## config.mk

```make
export PLATFORM = sky130hd
export DESIGN_NAME = quadrature_count_speed_estimator
export DESIGN_NICKNAME = d
export VERILOG_FILES = /design/src/hdl/qcse_pkg.sv /design/src/hdl/quadrature_count_speed_estimator.sv /design/src/hdl/qcse_divider.sv /design/src/hdl/qcse_speed_acc.sv
export VERILOG_INCLUDE_DIRS = /design/src /design/src/hdl
export SDC_FILE = /design/constraint.sdc
export NUM_CORES = 2
export LEC_CHECK = 0
export BUFFER_PORTS_ARGS = -buffer_cell sky130_fd_sc_hd__buf_2
export CORE_AREA = 8 8 300 302
export CTS_BUF_LIST = sky130_fd_sc_hd__clkbuf_4
export DETAILED_ROUTE_END_ITERATION = 12
export DIE_AREA = 0 0 308 310
export HOLD_SLACK_MARGIN = 0.15
export PLACE_DENSITY = 0.79
export SLEW_MARGIN = 30
export SYNTH_ARGS = -nofsm -noshare
export SYNTH_HDL_FRONTEND = slang
export SYNTH_SLANG_ARGS = --single-unit
```

## constraint.sdc

```tcl
create_clock -name clk_i -period 7.3 [get_ports clk_i]
set_clock_uncertainty 0.2 [all_clocks]
set_input_delay 1.095 -clock clk_i [delete_from_list [all_inputs] [get_ports clk_i]]
set_output_delay 1.095 -clock clk_i [all_outputs]
set_load 0.1 [all_outputs]
```

## src/hdl/assert_macros.svh

```systemverilog
// Assertion macros for the file that carries concurrent checks, the top level.
`ifndef ASSERT_MACROS_SVH
`define ASSERT_MACROS_SVH

// Checks a property on every rising clock edge outside of reset.
`define QC_ASSERT(lbl, prop, msg) \
  lbl: assert property (@(posedge clk_i) disable iff (!rst_ni) (prop)) else $error(msg);

// Checks that a condition implies another one in the same cycle.
`define QC_ASSERT_IMPL(lbl, ante, cons, msg) \
  lbl: assert property (@(posedge clk_i) disable iff (!rst_ni) (ante) |-> (cons)) \
    else $error(msg);

`endif

```

## src/hdl/qcse_pkg.sv

```systemverilog
// Types and constants of the quadrature count speed estimator.
`timescale 1ns / 1ps

package qcse_pkg;

  localparam int NUM_BITS = 51;
  localparam int DEN_W    = 36;

  localparam logic [19:0] US_PER_S   = 20'd1000000;
  localparam logic [30:0] RPM_COEF   = 31'd60;
  localparam logic [30:0] TWO_PI_Q28 = 31'd1686629713;

  localparam logic CFG_CPR  = 1'b0;
  localparam logic CFG_MODE = 1'b1;

  typedef struct packed {
    logic step;
    logic qbit;
    logic done;
  } qcse_qbit_t;

endpackage

```

## src/hdl/quadrature_count_speed_estimator.sv

```systemverilog
// Top level of the quadrature count speed estimator with its sequencer.
// A speed sample passes from its input transfer through the delta, multiply, divide,
// sign and finish states, the restoring divider resolving one quotient bit per cycle
// over 51 + FRAC_BITS steps; a clear or a zero-time sample goes from the delta state
// straight to the finish state. One item is worked on at a time, and the next input
// transfer is taken as soon as the result sits in the output register.
`timescale 1ns / 1ps

module quadrature_count_speed_estimator #(
  parameter int FRAC_BITS = 16
) (
  input  logic               clk_i,
  input  logic               rst_ni,
  input  logic               cfg_we_i,
  input  logic               cfg_idx_i,
  input  logic [15:0]        cfg_data_i,
  input  logic               in_valid_i,
  output logic               in_stall_o,
  input  logic               kind_i,
  input  logic [31:0]        counter_value_i,
  input  logic [19:0]        elapsed_us_i,
  output logic               out_valid_o,
  input  logic               out_stall_i,
  output logic signed [31:0] tick_delta_o,
  output logic signed [31:0] tick_total_o,
  output logic signed [31:0] speed_rpm_o,
  output logic signed [31:0] speed_rad_o,
  output logic               updated_o
);
  import qcse_pkg::*;

  `include "assert_macros.svh"

  localparam logic [2:0] S_IDLE  = 3'd0;
  localparam logic [2:0] S_DELTA = 3'd1;
  localparam logic [2:0] S_MUL   = 3'd2;
  localparam logic [2:0] S_DIV   = 3'd3;
  localparam logic [2:0] S_SIGN  = 3'd4;
  localparam logic [2:0] S_FIN   = 3'd5;

  logic [2:0]  state_q, state_d;
  logic [15:0] cpr_q;
  logic        mode16_q;
  logic [31:0] prev_q, total_q, rpm_q, rad_q;
  logic        kind_q;
  logic [31:0] cur_q;
  logic [19:0] us_q;
  logic [31:0] delta_q, mag_q;
  logic        neg_q, upd_q, mag_zero_q, den_zero_q;
  logic        out_valid_q;

  logic [31:0]           diff;
  logic [31:0]           delta_w;
  logic [NUM_BITS-1:0]   num_full;
  logic [DEN_W-1:0]      den_w;
  logic                  start;
  qcse_qbit_t            qb;
  logic [31:0]           rpm_mag, rad_mag;
  logic [31:0]           rpm_sel, rad_sel;
  logic                  out_free;

  function automatic logic [31:0] apply_sign(input logic [31:0] mag, input logic neg);
    logic [31:0] res;
    if (neg) begin
      res = 32'd0 - mag;
    end else if (mag[31]) begin
      res = 32'h7FFF_FFFF;
    end else begin
      res = mag;
    end
    return res;
  endfunction

  assign diff     = cur_q - prev_q;
  assign delta_w  = mode16_q ? {{16{diff[15]}}, diff[15:0]} : diff;
  assign num_full = NUM_BITS'(mag_q) * NUM_BITS'(US_PER_S);
  assign den_w    = DEN_W'(cpr_q) * DEN_W'(us_q);
  assign start    = state_q == S_MUL;
  assign out_free = !out_valid_q || !out_stall_i;

  assign rpm_sel = mag_zero_q ? 32'd0 : (den_zero_q ? 32'h8000_0000 : rpm_mag);
  assign rad_sel = mag_zero_q ? 32'd0 : (den_zero_q ? 32'h8000_0000 : rad_mag);

  assign in_stall_o  = state_q != S_IDLE;
  assign out_valid_o = out_valid_q;

  qcse_divider #(
    .FRAC_BITS(FRAC_BITS)
  ) u_div (
    .clk_i  (clk_i),
    .rst_ni (rst_ni),
    .start_i(start),
    .num_i  (num_full),
    .den_i  (den_w),
    .qb_o   (qb)
  );

  qcse_speed_acc #(
    .SHIFT(FRAC_BITS - 8),
    .COEF (RPM_COEF)
  ) u_rpm (
    .clk_i  (clk_i),
    .rst_ni (rst_ni),
    .start_i(start),
    .qb_i   (qb),
    .mag_o  (rpm_mag)
  );

  qcse_speed_acc #(
    .SHIFT(FRAC_BITS + 18),
    .COEF (TWO_PI_Q28)
  ) u_rad (
    .clk_i  (clk_i),
    .rst_ni (rst_ni),
    .start_i(start),
    .qb_i   (qb),
    .mag_o  (rad_mag)
  );

  always_comb begin
    state_d = state_q;
    unique case (state_q)
      S_IDLE:  if (in_valid_i) state_d = S_DELTA;
      S_DELTA: begin
        if (kind_q || (us_q == 20'd0)) begin
          state_d = S_FIN;
        end else begin
          state_d = S_MUL;
        end
      end
      S_MUL:   state_d = S_DIV;
      S_DIV:   if (qb.done) state_d = S_SIGN;
      S_SIGN:  state_d = S_FIN;
      S_FIN:   if (out_free) state_d = S_IDLE;
      default: state_d = S_IDLE;
    endcase
  end

  always_ff @(posedge clk_i or negedge rst_ni) begin
    if (!rst_ni) begin
      state_q     <= S_IDLE;
      cpr_q       <= 16'd1024;
      mode16_q    <= 1'b1;
      prev_q      <= '0;
      total_q     <= '0;
      rpm_q       <= '0;
      rad_q       <= '0;
      out_valid_q <= 1'b0;
    end else begin
      state_q <= state_d;
      if (cfg_we_i) begin
        unique case (cfg_idx_i)
          CFG_CPR:  cpr_q    <= cfg_data_i;
          CFG_MODE: mode16_q <= cfg_data_i[0];
          default:  ;
        endcase
      end
      if (state_q == S_DELTA) begin
        if (kind_q) begin
          prev_q  <= cur_q;
          total_q <= '0;
          rpm_q   <= '0;
          rad_q   <= '0;
        end else if (us_q != 20'd0) begin
          prev_q  <= cur_q;
          total_q <= total_q + delta_w;
        end
      end
      if (state_q == S_SIGN) begin
        rpm_q <= apply_sign(rpm_sel, neg_q);
        rad_q <= apply_sign(rad_sel, neg_q);
      end
      if ((state_q == S_FIN) && out_free) begin
        out_valid_q <= 1'b1;
      end else if (!out_stall_i) begin
        out_valid_q <= 1'b0;
      end
    end
  end

  always_ff @(posedge clk_i) begin
    if ((state_q == S_IDLE) && in_valid_i) begin
      kind_q <= kind_i;
      cur_q  <= counter_value_i;
      us_q   <= elapsed_us_i;
    end
    if (state_q == S_DELTA) begin
      if (kind_q || (us_q == 20'd0)) begin
        delta_q <= '0;
        upd_q   <= kind_q;
      end else begin
        delta_q <= delta_w;
        upd_q   <= 1'b1;
        neg_q   <= delta_w[31];
        mag_q   <= delta_w[31] ? (32'd0 - delta_w) : delta_w;
      end
    end
    if (state_q == S_MUL) begin
      mag_zero_q <= mag_q == 32'd0;
      den_zero_q <= den_w == '0;
    end
    if ((state_q == S_FIN) && out_free) begin
      tick_delta_o <= $signed(delta_q);
      tick_total_o <= $signed(total_q);
      speed_rpm_o  <= $signed(rpm_q);
      speed_rad_o  <= $signed(rad_q);
      updated_o    <= upd_q;
    end
  end

  `QC_ASSERT_IMPL(a_done_in_div, qb.done, state_q == S_DIV, "divider finished outside divide")
  `QC_ASSERT_IMPL(a_out_from_fin, $rose(out_valid_q), $past(state_q) == S_FIN,
                  "result appeared without a finishing step")
  `QC_ASSERT_IMPL(a_skip_no_delta, out_valid_o && !updated_o, tick_delta_o == 32'sd0,
                  "skipped sample reported a nonzero delta")
  `QC_ASSERT(a_idle_div, (state_q == S_IDLE) |-> !qb.step, "divider running while idle")

endmodule

```

## src/hdl/qcse_divider.sv

```systemverilog
// Restoring divider that produces one quotient bit per cycle, MSB first.
`timescale 1ns / 1ps

module qcse_divider #(
  parameter int FRAC_BITS = 16
) (
  input  logic                             clk_i,
  input  logic                             rst_ni,
  input  logic                             start_i,
  input  logic [qcse_pkg::NUM_BITS-1:0]    num_i,
  input  logic [qcse_pkg::DEN_W-1:0]       den_i,
  output qcse_pkg::qcse_qbit_t             qb_o
);
  import qcse_pkg::*;

  localparam int NUM_STEPS = NUM_BITS + FRAC_BITS;
  localparam int CW        = $clog2(NUM_STEPS);

  logic                run_q;
  logic [CW-1:0]       cnt_q;
  logic [NUM_BITS-1:0] num_q;
  logic [DEN_W-1:0]    den_q;
  logic [DEN_W-1:0]    rem_q;
  logic [DEN_W:0]      rem_sh;
  logic [DEN_W-1:0]    rem_sub;
  logic                ge;
  logic                last;

  assign rem_sh  = {rem_q, num_q[NUM_BITS-1]};
  assign ge      = rem_sh >= {1'b0, den_q};
  assign rem_sub = ge ? DEN_W'(rem_sh - {1'b0, den_q}) : rem_sh[DEN_W-1:0];
  assign last    = cnt_q == CW'(NUM_STEPS - 1);

  assign qb_o.step = run_q;
  assign qb_o.qbit = ge;
  assign qb_o.done = run_q && last;

  always_ff @(posedge clk_i or negedge rst_ni) begin
    if (!rst_ni) begin
      run_q <= 1'b0;
      cnt_q <= '0;
    end else if (start_i) begin
      run_q <= 1'b1;
      cnt_q <= '0;
    end else if (run_q) begin
      cnt_q <= cnt_q + CW'(1);
      if (last) begin
        run_q <= 1'b0;
      end
    end
  end

  always_ff @(posedge clk_i) begin
    if (start_i) begin
      num_q <= num_i;
      den_q <= den_i;
      rem_q <= '0;
    end else if (run_q) begin
      num_q <= {num_q[NUM_BITS-2:0], 1'b0};
      rem_q <= rem_sub;
    end
  end

endmodule

```

## src/hdl/qcse_speed_acc.sv

```systemverilog
// Saturating Horner accumulator that scales the serial quotient by a constant.
`timescale 1ns / 1ps

module qcse_speed_acc #(
  parameter int          SHIFT = 8,
  parameter logic [30:0] COEF  = 31'd60
) (
  input  logic                 clk_i,
  input  logic                 rst_ni,
  input  logic                 start_i,
  input  qcse_pkg::qcse_qbit_t qb_i,
  output logic [31:0]          mag_o
);
  import qcse_pkg::*;

  localparam int             AW      = SHIFT + 34;
  localparam logic [AW-1:0]  COEF_W  = AW'(COEF);
  localparam logic [AW-1:0]  SAT_LIM = AW'(32'h8000_0001) << SHIFT;

  logic [AW-1:0] acc_q;
  logic [AW-1:0] sum;
  logic          sat_q;

  assign sum   = {acc_q[AW-2:0], 1'b0} + (qb_i.qbit ? COEF_W : '0);
  assign mag_o = sat_q ? 32'h8000_0000 : acc_q[SHIFT +: 32];

  always_ff @(posedge clk_i or negedge rst_ni) begin
    if (!rst_ni) begin
      sat_q <= 1'b0;
    end else if (start_i) begin
      sat_q <= 1'b0;
    end else if (qb_i.step && !sat_q && (sum >= SAT_LIM)) begin
      sat_q <= 1'b1;
    end
  end

  always_ff @(posedge clk_i) begin
    if (start_i) begin
      acc_q <= '0;
    end else if (qb_i.step && !sat_q) begin
      acc_q <= sum;
    end
  end

endmodule
```

---- Word-level counts from Yosys, hierarchy flattened ----
Cells that the tools add are included.
storage, ports and cells
  register bits after elaboration ......... 634
  output and inout bits ................... 131
  word-level logic and storage cells ...... 130
operators by class
  $add $sub $neg .......................... 9
  reduce and logical (&&, ||, !) cells .... 31
  muxes and demuxes ....................... 41
  magnitude comparators ................... 3
  bitwise logic cells ..................... 2
  eq/ne operators ......................... 10
  multiply operators ...................... 2
operator list
  cell                      count
  $mux W32                  17
  $mux W31                  4
  $mux W51                  2
  $sub A1 B32 Y32 const A   3
  $add A68 B31 Y68          1
  $ge A68 B66 Y1 const B    1
  $mul A32 B14 Y45 const B  1
  $add A42 B6 Y42           1
  $ge A42 B40 Y1 const B    1
  $ge A37 B36 Y1            1
  $logic_not A36 Y1         1
  $mul A16 B20 Y36          1
  $mux W36                  1
  $sub A36 B36 Y36          1
  $add A32 B32 Y32          1
  $logic_not A32 Y1         1
  $sub A32 B32 Y32          1
  $logic_not A20 Y1         1
  $reduce_bool A20 Y1       1
  $pmux W3 S6               1
  $mux W7                   2
  $mux W3                   4
  $reduce_bool A2 Y1        6
  $reduce_and A2 Y1         5
  16 further kinds          39

---- Logic depth before layout (Yosys ltp) ----
  depth after elaboration ................. 7
  depth in mapped cells ................... 29
  depth with buffers taken out ............ 27

---- Modules after synthesis ----
From an unflattened synthesis, not the netlist that was laid out.
unflattened totals
  cell total of the unflattened synthesis .. 5,403
  area, all modules ....................... 52,287.6 sq um
by module, submodules not included
  module                            instances  area each (sq um)  cells each
  quadrature_count_speed_estimator  1          37,131.9           3,680
  qcse_divider                      1          7,377.1            691
  qcse_speed_acc at u_rad           1          4,863.4            649
  qcse_speed_acc at u_rpm           1          2,915.3            383

---- Worst setup path before layout ----
OpenSTA, ideal clock, no wires.
  path type ............................... input port to flip-flop
  start point ............................. input out_stall_i
  end point ............................... register speed_rad_o[0] (enable)
  library setup time ...................... 660 ps
  slack ................................... -885 ps
  stages .................................. 1
  arrival ................................. 7,325 ps
  buffers on the path ..................... 0
  cell sequence ........................... a21oi_1
between the ends
  word-level cells in the longest chain between the ends .. 3
RTL lines
  item                    RTL line                                 source
  start: declaration      quadrature_count_speed_estimator.sv:23   input logic out_stall_i,
  $logic_not A1 Y1        -
  $logic_or A1 B1 Y1      quadrature_count_speed_estimator.sv:79   assign out_free = !out_valid_q || !out_stall_i;
  $logic_and A1 B1 Y1     quadrature_count_speed_estimator.sv:202  if ((state_q == S_FIN) && out_free) begin
  end signal: assignment  quadrature_count_speed_estimator.sv:206  speed_rad_o <= $signed(rad_q);
  end: declaration        quadrature_count_speed_estimator.sv:27   output logic signed [31:0] speed_rad_o,
Every way passes these cells.
A chain may end at the register's enable or synchronous reset.

---- Worst setup path after layout ----
  start point ............................. register us_q[5]
  end point ............................... register den_zero_q (data pin)
between the ends
  word-level cells in the longest chain between the ends .. 2
RTL lines
  item                      RTL line                                 source
  start: declaration        quadrature_count_speed_estimator.sv:47   logic [19:0] us_q;
  start signal: assignment  quadrature_count_speed_estimator.sv:185  us_q <= elapsed_us_i;
  $mul A16 B20 Y36          quadrature_count_speed_estimator.sv:77   assign den_w = DEN_W'(cpr_q) * DEN_W'(us_q);
  via den_w[23]             quadrature_count_speed_estimator.sv:55   logic [DEN_W-1:0] den_w;
  $logic_not A36 Y1         quadrature_count_speed_estimator.sv:200  den_zero_q <= den_w == '0;
  end signal: assignment    quadrature_count_speed_estimator.sv:200
  end: declaration          quadrature_count_speed_estimator.sv:49   logic neg_q, upd_q, mag_zero_q, den_zero_q;
The timed path passes the listed nets, and every way through them passes these cells.

==> impl_results.md <==
- Status: finished, violations left
- Failing checks: negative setup slack
- Min cycle time layout: 7.45 ns
- Placed cell area: between 50000 and 60000 sq um
- DR WL/cell: 18.4 microns
- Dpl hpwl: a little over 90000 microns
- Routability cong.: 0.954
- Detailed-route DRC error count: 0
- CP Class: reg2reg
- First-pass GRT wire length: 202000 microns
- Die area: 95500 sq um
- Final worst path period share: 102%
- Crit path capture type: flip-flop
- Skew-Pair Late Insertion Delay: between 1 and 1.5 ns
- Initial antenna violation count: 10
- Post-synth cell types: between 80 and 90
- Cell area after synthesis: 49600 sq um
- Commonest non-fill, non-tap cell in the layout: nand2_1
- Yosys warning count: 0
- H-tree lvl count: 4
- Drt pass-1 iters: 6
- CTS clock-pin slew for the worst setup and hold paths: 0.07 ns
- Hold path start: rpm_q[9]
- Layout cell share with drive strength beyond 1: between 10% and 20%
- Worst r2r src: us_q[5]
- Synth Net Count: 5938
- Final setup violation count: 1
- Core area: 85700 sq um
- Max-slew headroom: 29.8%
- Chip Width: 308 microns
- Worst hold margin: 0.194 ns
- Worst Setup SP: us_q[5]
- Starting DRT DRC Count: 2875
- Starting density of the core: 57.9%
- Dominant synthesized flop cell: edfxtp_1
- Finished Layout Cells: 6807
- Syn Inst Count: around 5k
- Syn avg cell area: just under 10 sq um
- Row cnt: 108
- Fmax: 134 MHz
- Ys async rst share: 25.2%
- Placed insts: 6361
- All-Layer GR Usage: 26.0%
- Longest Clk Path Bufs: 3
- Hold Path Class: reg2reg
- Worst setup SP type: flip-flop
- CP required: between 8 and 9 ns
- Flops & latches, synth: 632
- Vias: 39.1k
- Met2 Use GR: a little over two fifths
- Worst-margin pin slew: approximately 1.0 ns
- Setup slack at placement: -0.266 ns
- Most frequent cells in the layout: 552 x nand2_1, 531 x inv_1, 383 x ha_1, 378 x fa_1, 331 x edfxtp_1
- RSZ-0062 raised after global routing: yes
- Busiest grt layer: met2
- Register area share after synthesis: 33.8%
- Maxcap violations: 0
- Final critical-path setup slack: -0.154 ns
- Max-slew violations: 0
- Fin. Hold Viols: 0
- # IOs: around 200
- Largest net degree at the start of global routing: 98
- Crit path arrival time: between 8 and 9 ns
- Die Height: 310 microns
- Root buffer cell: clkbuf_4
- Worst-path fanout max: 4
- NumNets Final: around 6.4k
- Via density: around 5.7
- Met3 usage: 5.33%
- TritonCTS clock tree: done
- Routed WL: 126000 microns
- Met1 global-route usage: about a third
- Vias in the first global route: 39.0k
- TritonCTS Buffers: 170
- Area delta synth->final: 13.6%
- Final Cell Area: 56400 sq um
- GRT overflow: 0
- Post-synth EDFFs: roughly 330
- Port bufs: 205
- Sink Count: 632
- DRT antenna net count: 0
path summary, 6_finish.rpt:
kind                             endpoint  slack, ns  cells past startpoint
max                            den_zero_q      -0.15                     26
min                        speed_rpm_o[9]       0.19                      0
max reg2reg                    den_zero_q      -0.15                     26
min reg2reg                speed_rpm_o[9]       0.19                      0
max in group asynchronous        rpm_q[7]       5.62                      3
min in group asynchronous     total_q[26]       0.33                      2
layer usage:
| layer | vias up | wire (microns) |
|---|---|---|
| met2 | 1498 | 58700 |
| met4 | 0 | 4160 |
| li1 | 18400 | - |
| met1 | 18900 | 53300 |
| met3 | 286 | 9460 |
| met5 | - | 0 |
final cells by class:
class / count / area, sq um
clock inverter: 59 / 399
sequential: 632 / 16800
inverter: 542 / 2040
tap: 1155 / 1450
fill: 6717 / 29300
timing repair buffer: 505 / 3550
antenna: 7 / 17.5
clock buffer: 257 / 1930
multi-input combinational: 3650 / 30200
cell usage after synthesis (all sizes together) (156+ instances only):
cell type  number  area share, %
inv           540            4.1
clkbuf        244            1.8
o21ai         259            2.6
dfrtp         157            7.9
xnor2         188            3.3
fa            389             16
a21oi         273            2.8
nor2          287            2.2
edfxtp        331             20
and2          156            2.0
ha            394            9.9
nand2         557            4.2
stage by stage:
| step | TNS (ns) | util [%] |
|---|---|---|
| 2_1_floorplan | 0 | - |
| 3_3_place_gp | -0.127 | 61.4 |
| 3_5_place_dp | -0.266 | 61.4 |
| 4_1_cts | 0 | 65.3 |
| 5_1_grt | -0.343 | 65.8 |
| 6_report | -0.154 | 65.8 |
flip-flops by register name, indices dropped and copies added (netlist names), 36 cells and up:
signal / flops
u_rad.acc_q: 67
u_div.num_q: 45
u_rpm.acc_q: 39
u_div.rem_q: 36
u_div.den_q: 36
critical path, cell delays in order, from the launching register on:
cell      delay, ns
edfxtp_1       0.48
buf_4          0.17
nand2_1        0.07
fa_1           0.54
inv_1          0.05
fa_1           0.51
inv_1          0.06
fa_1           0.47
inv_1          0.05
fa_1           0.53
inv_1          0.06
fa_2           0.55
inv_1          0.05
fa_2           0.35
ha_4           0.17
a21o_1         0.18
a211o_1        0.32
a211oi_2       0.23
o21ai_2        0.13
a311oi_2       0.34
nor2_1         0.12
nor2_2         0.14
xnor2_1        0.09
or4_1          0.39
or3_1          0.32
or4_4          0.50
nor4b_4        0.21
timing repair:
action,4_1_cts,5_1_grt
setup endpoints to repair,1,2
hold buffers,71,0
setup buffers,22,29
pin swaps,43,60
endpoints found under the hold margin,162,0
resized for setup,39,46
kinds of logic after synthesis:
| logic type | after synthesis | share of synthesized area [%] |
|---|---|---|
| AO/OA/AOI/OAI | 1033 | 13.4 |
| XOR/XNOR | 306 | 5.40 |
| adder cells (fa/ha/maj) | 783 | 25.6 |
| buffers and inverters | 798 | 6.05 |
| flip-flops | 632 | 33.8 |
| multiplexers | 97 | 2.09 |
| AND/OR/NAND/NOR | 1431 | 13.6 |
Power is left out: the tool's default activity adds up to more than one toggle a clock period on the data nets, which glitch-free logic cannot reach.
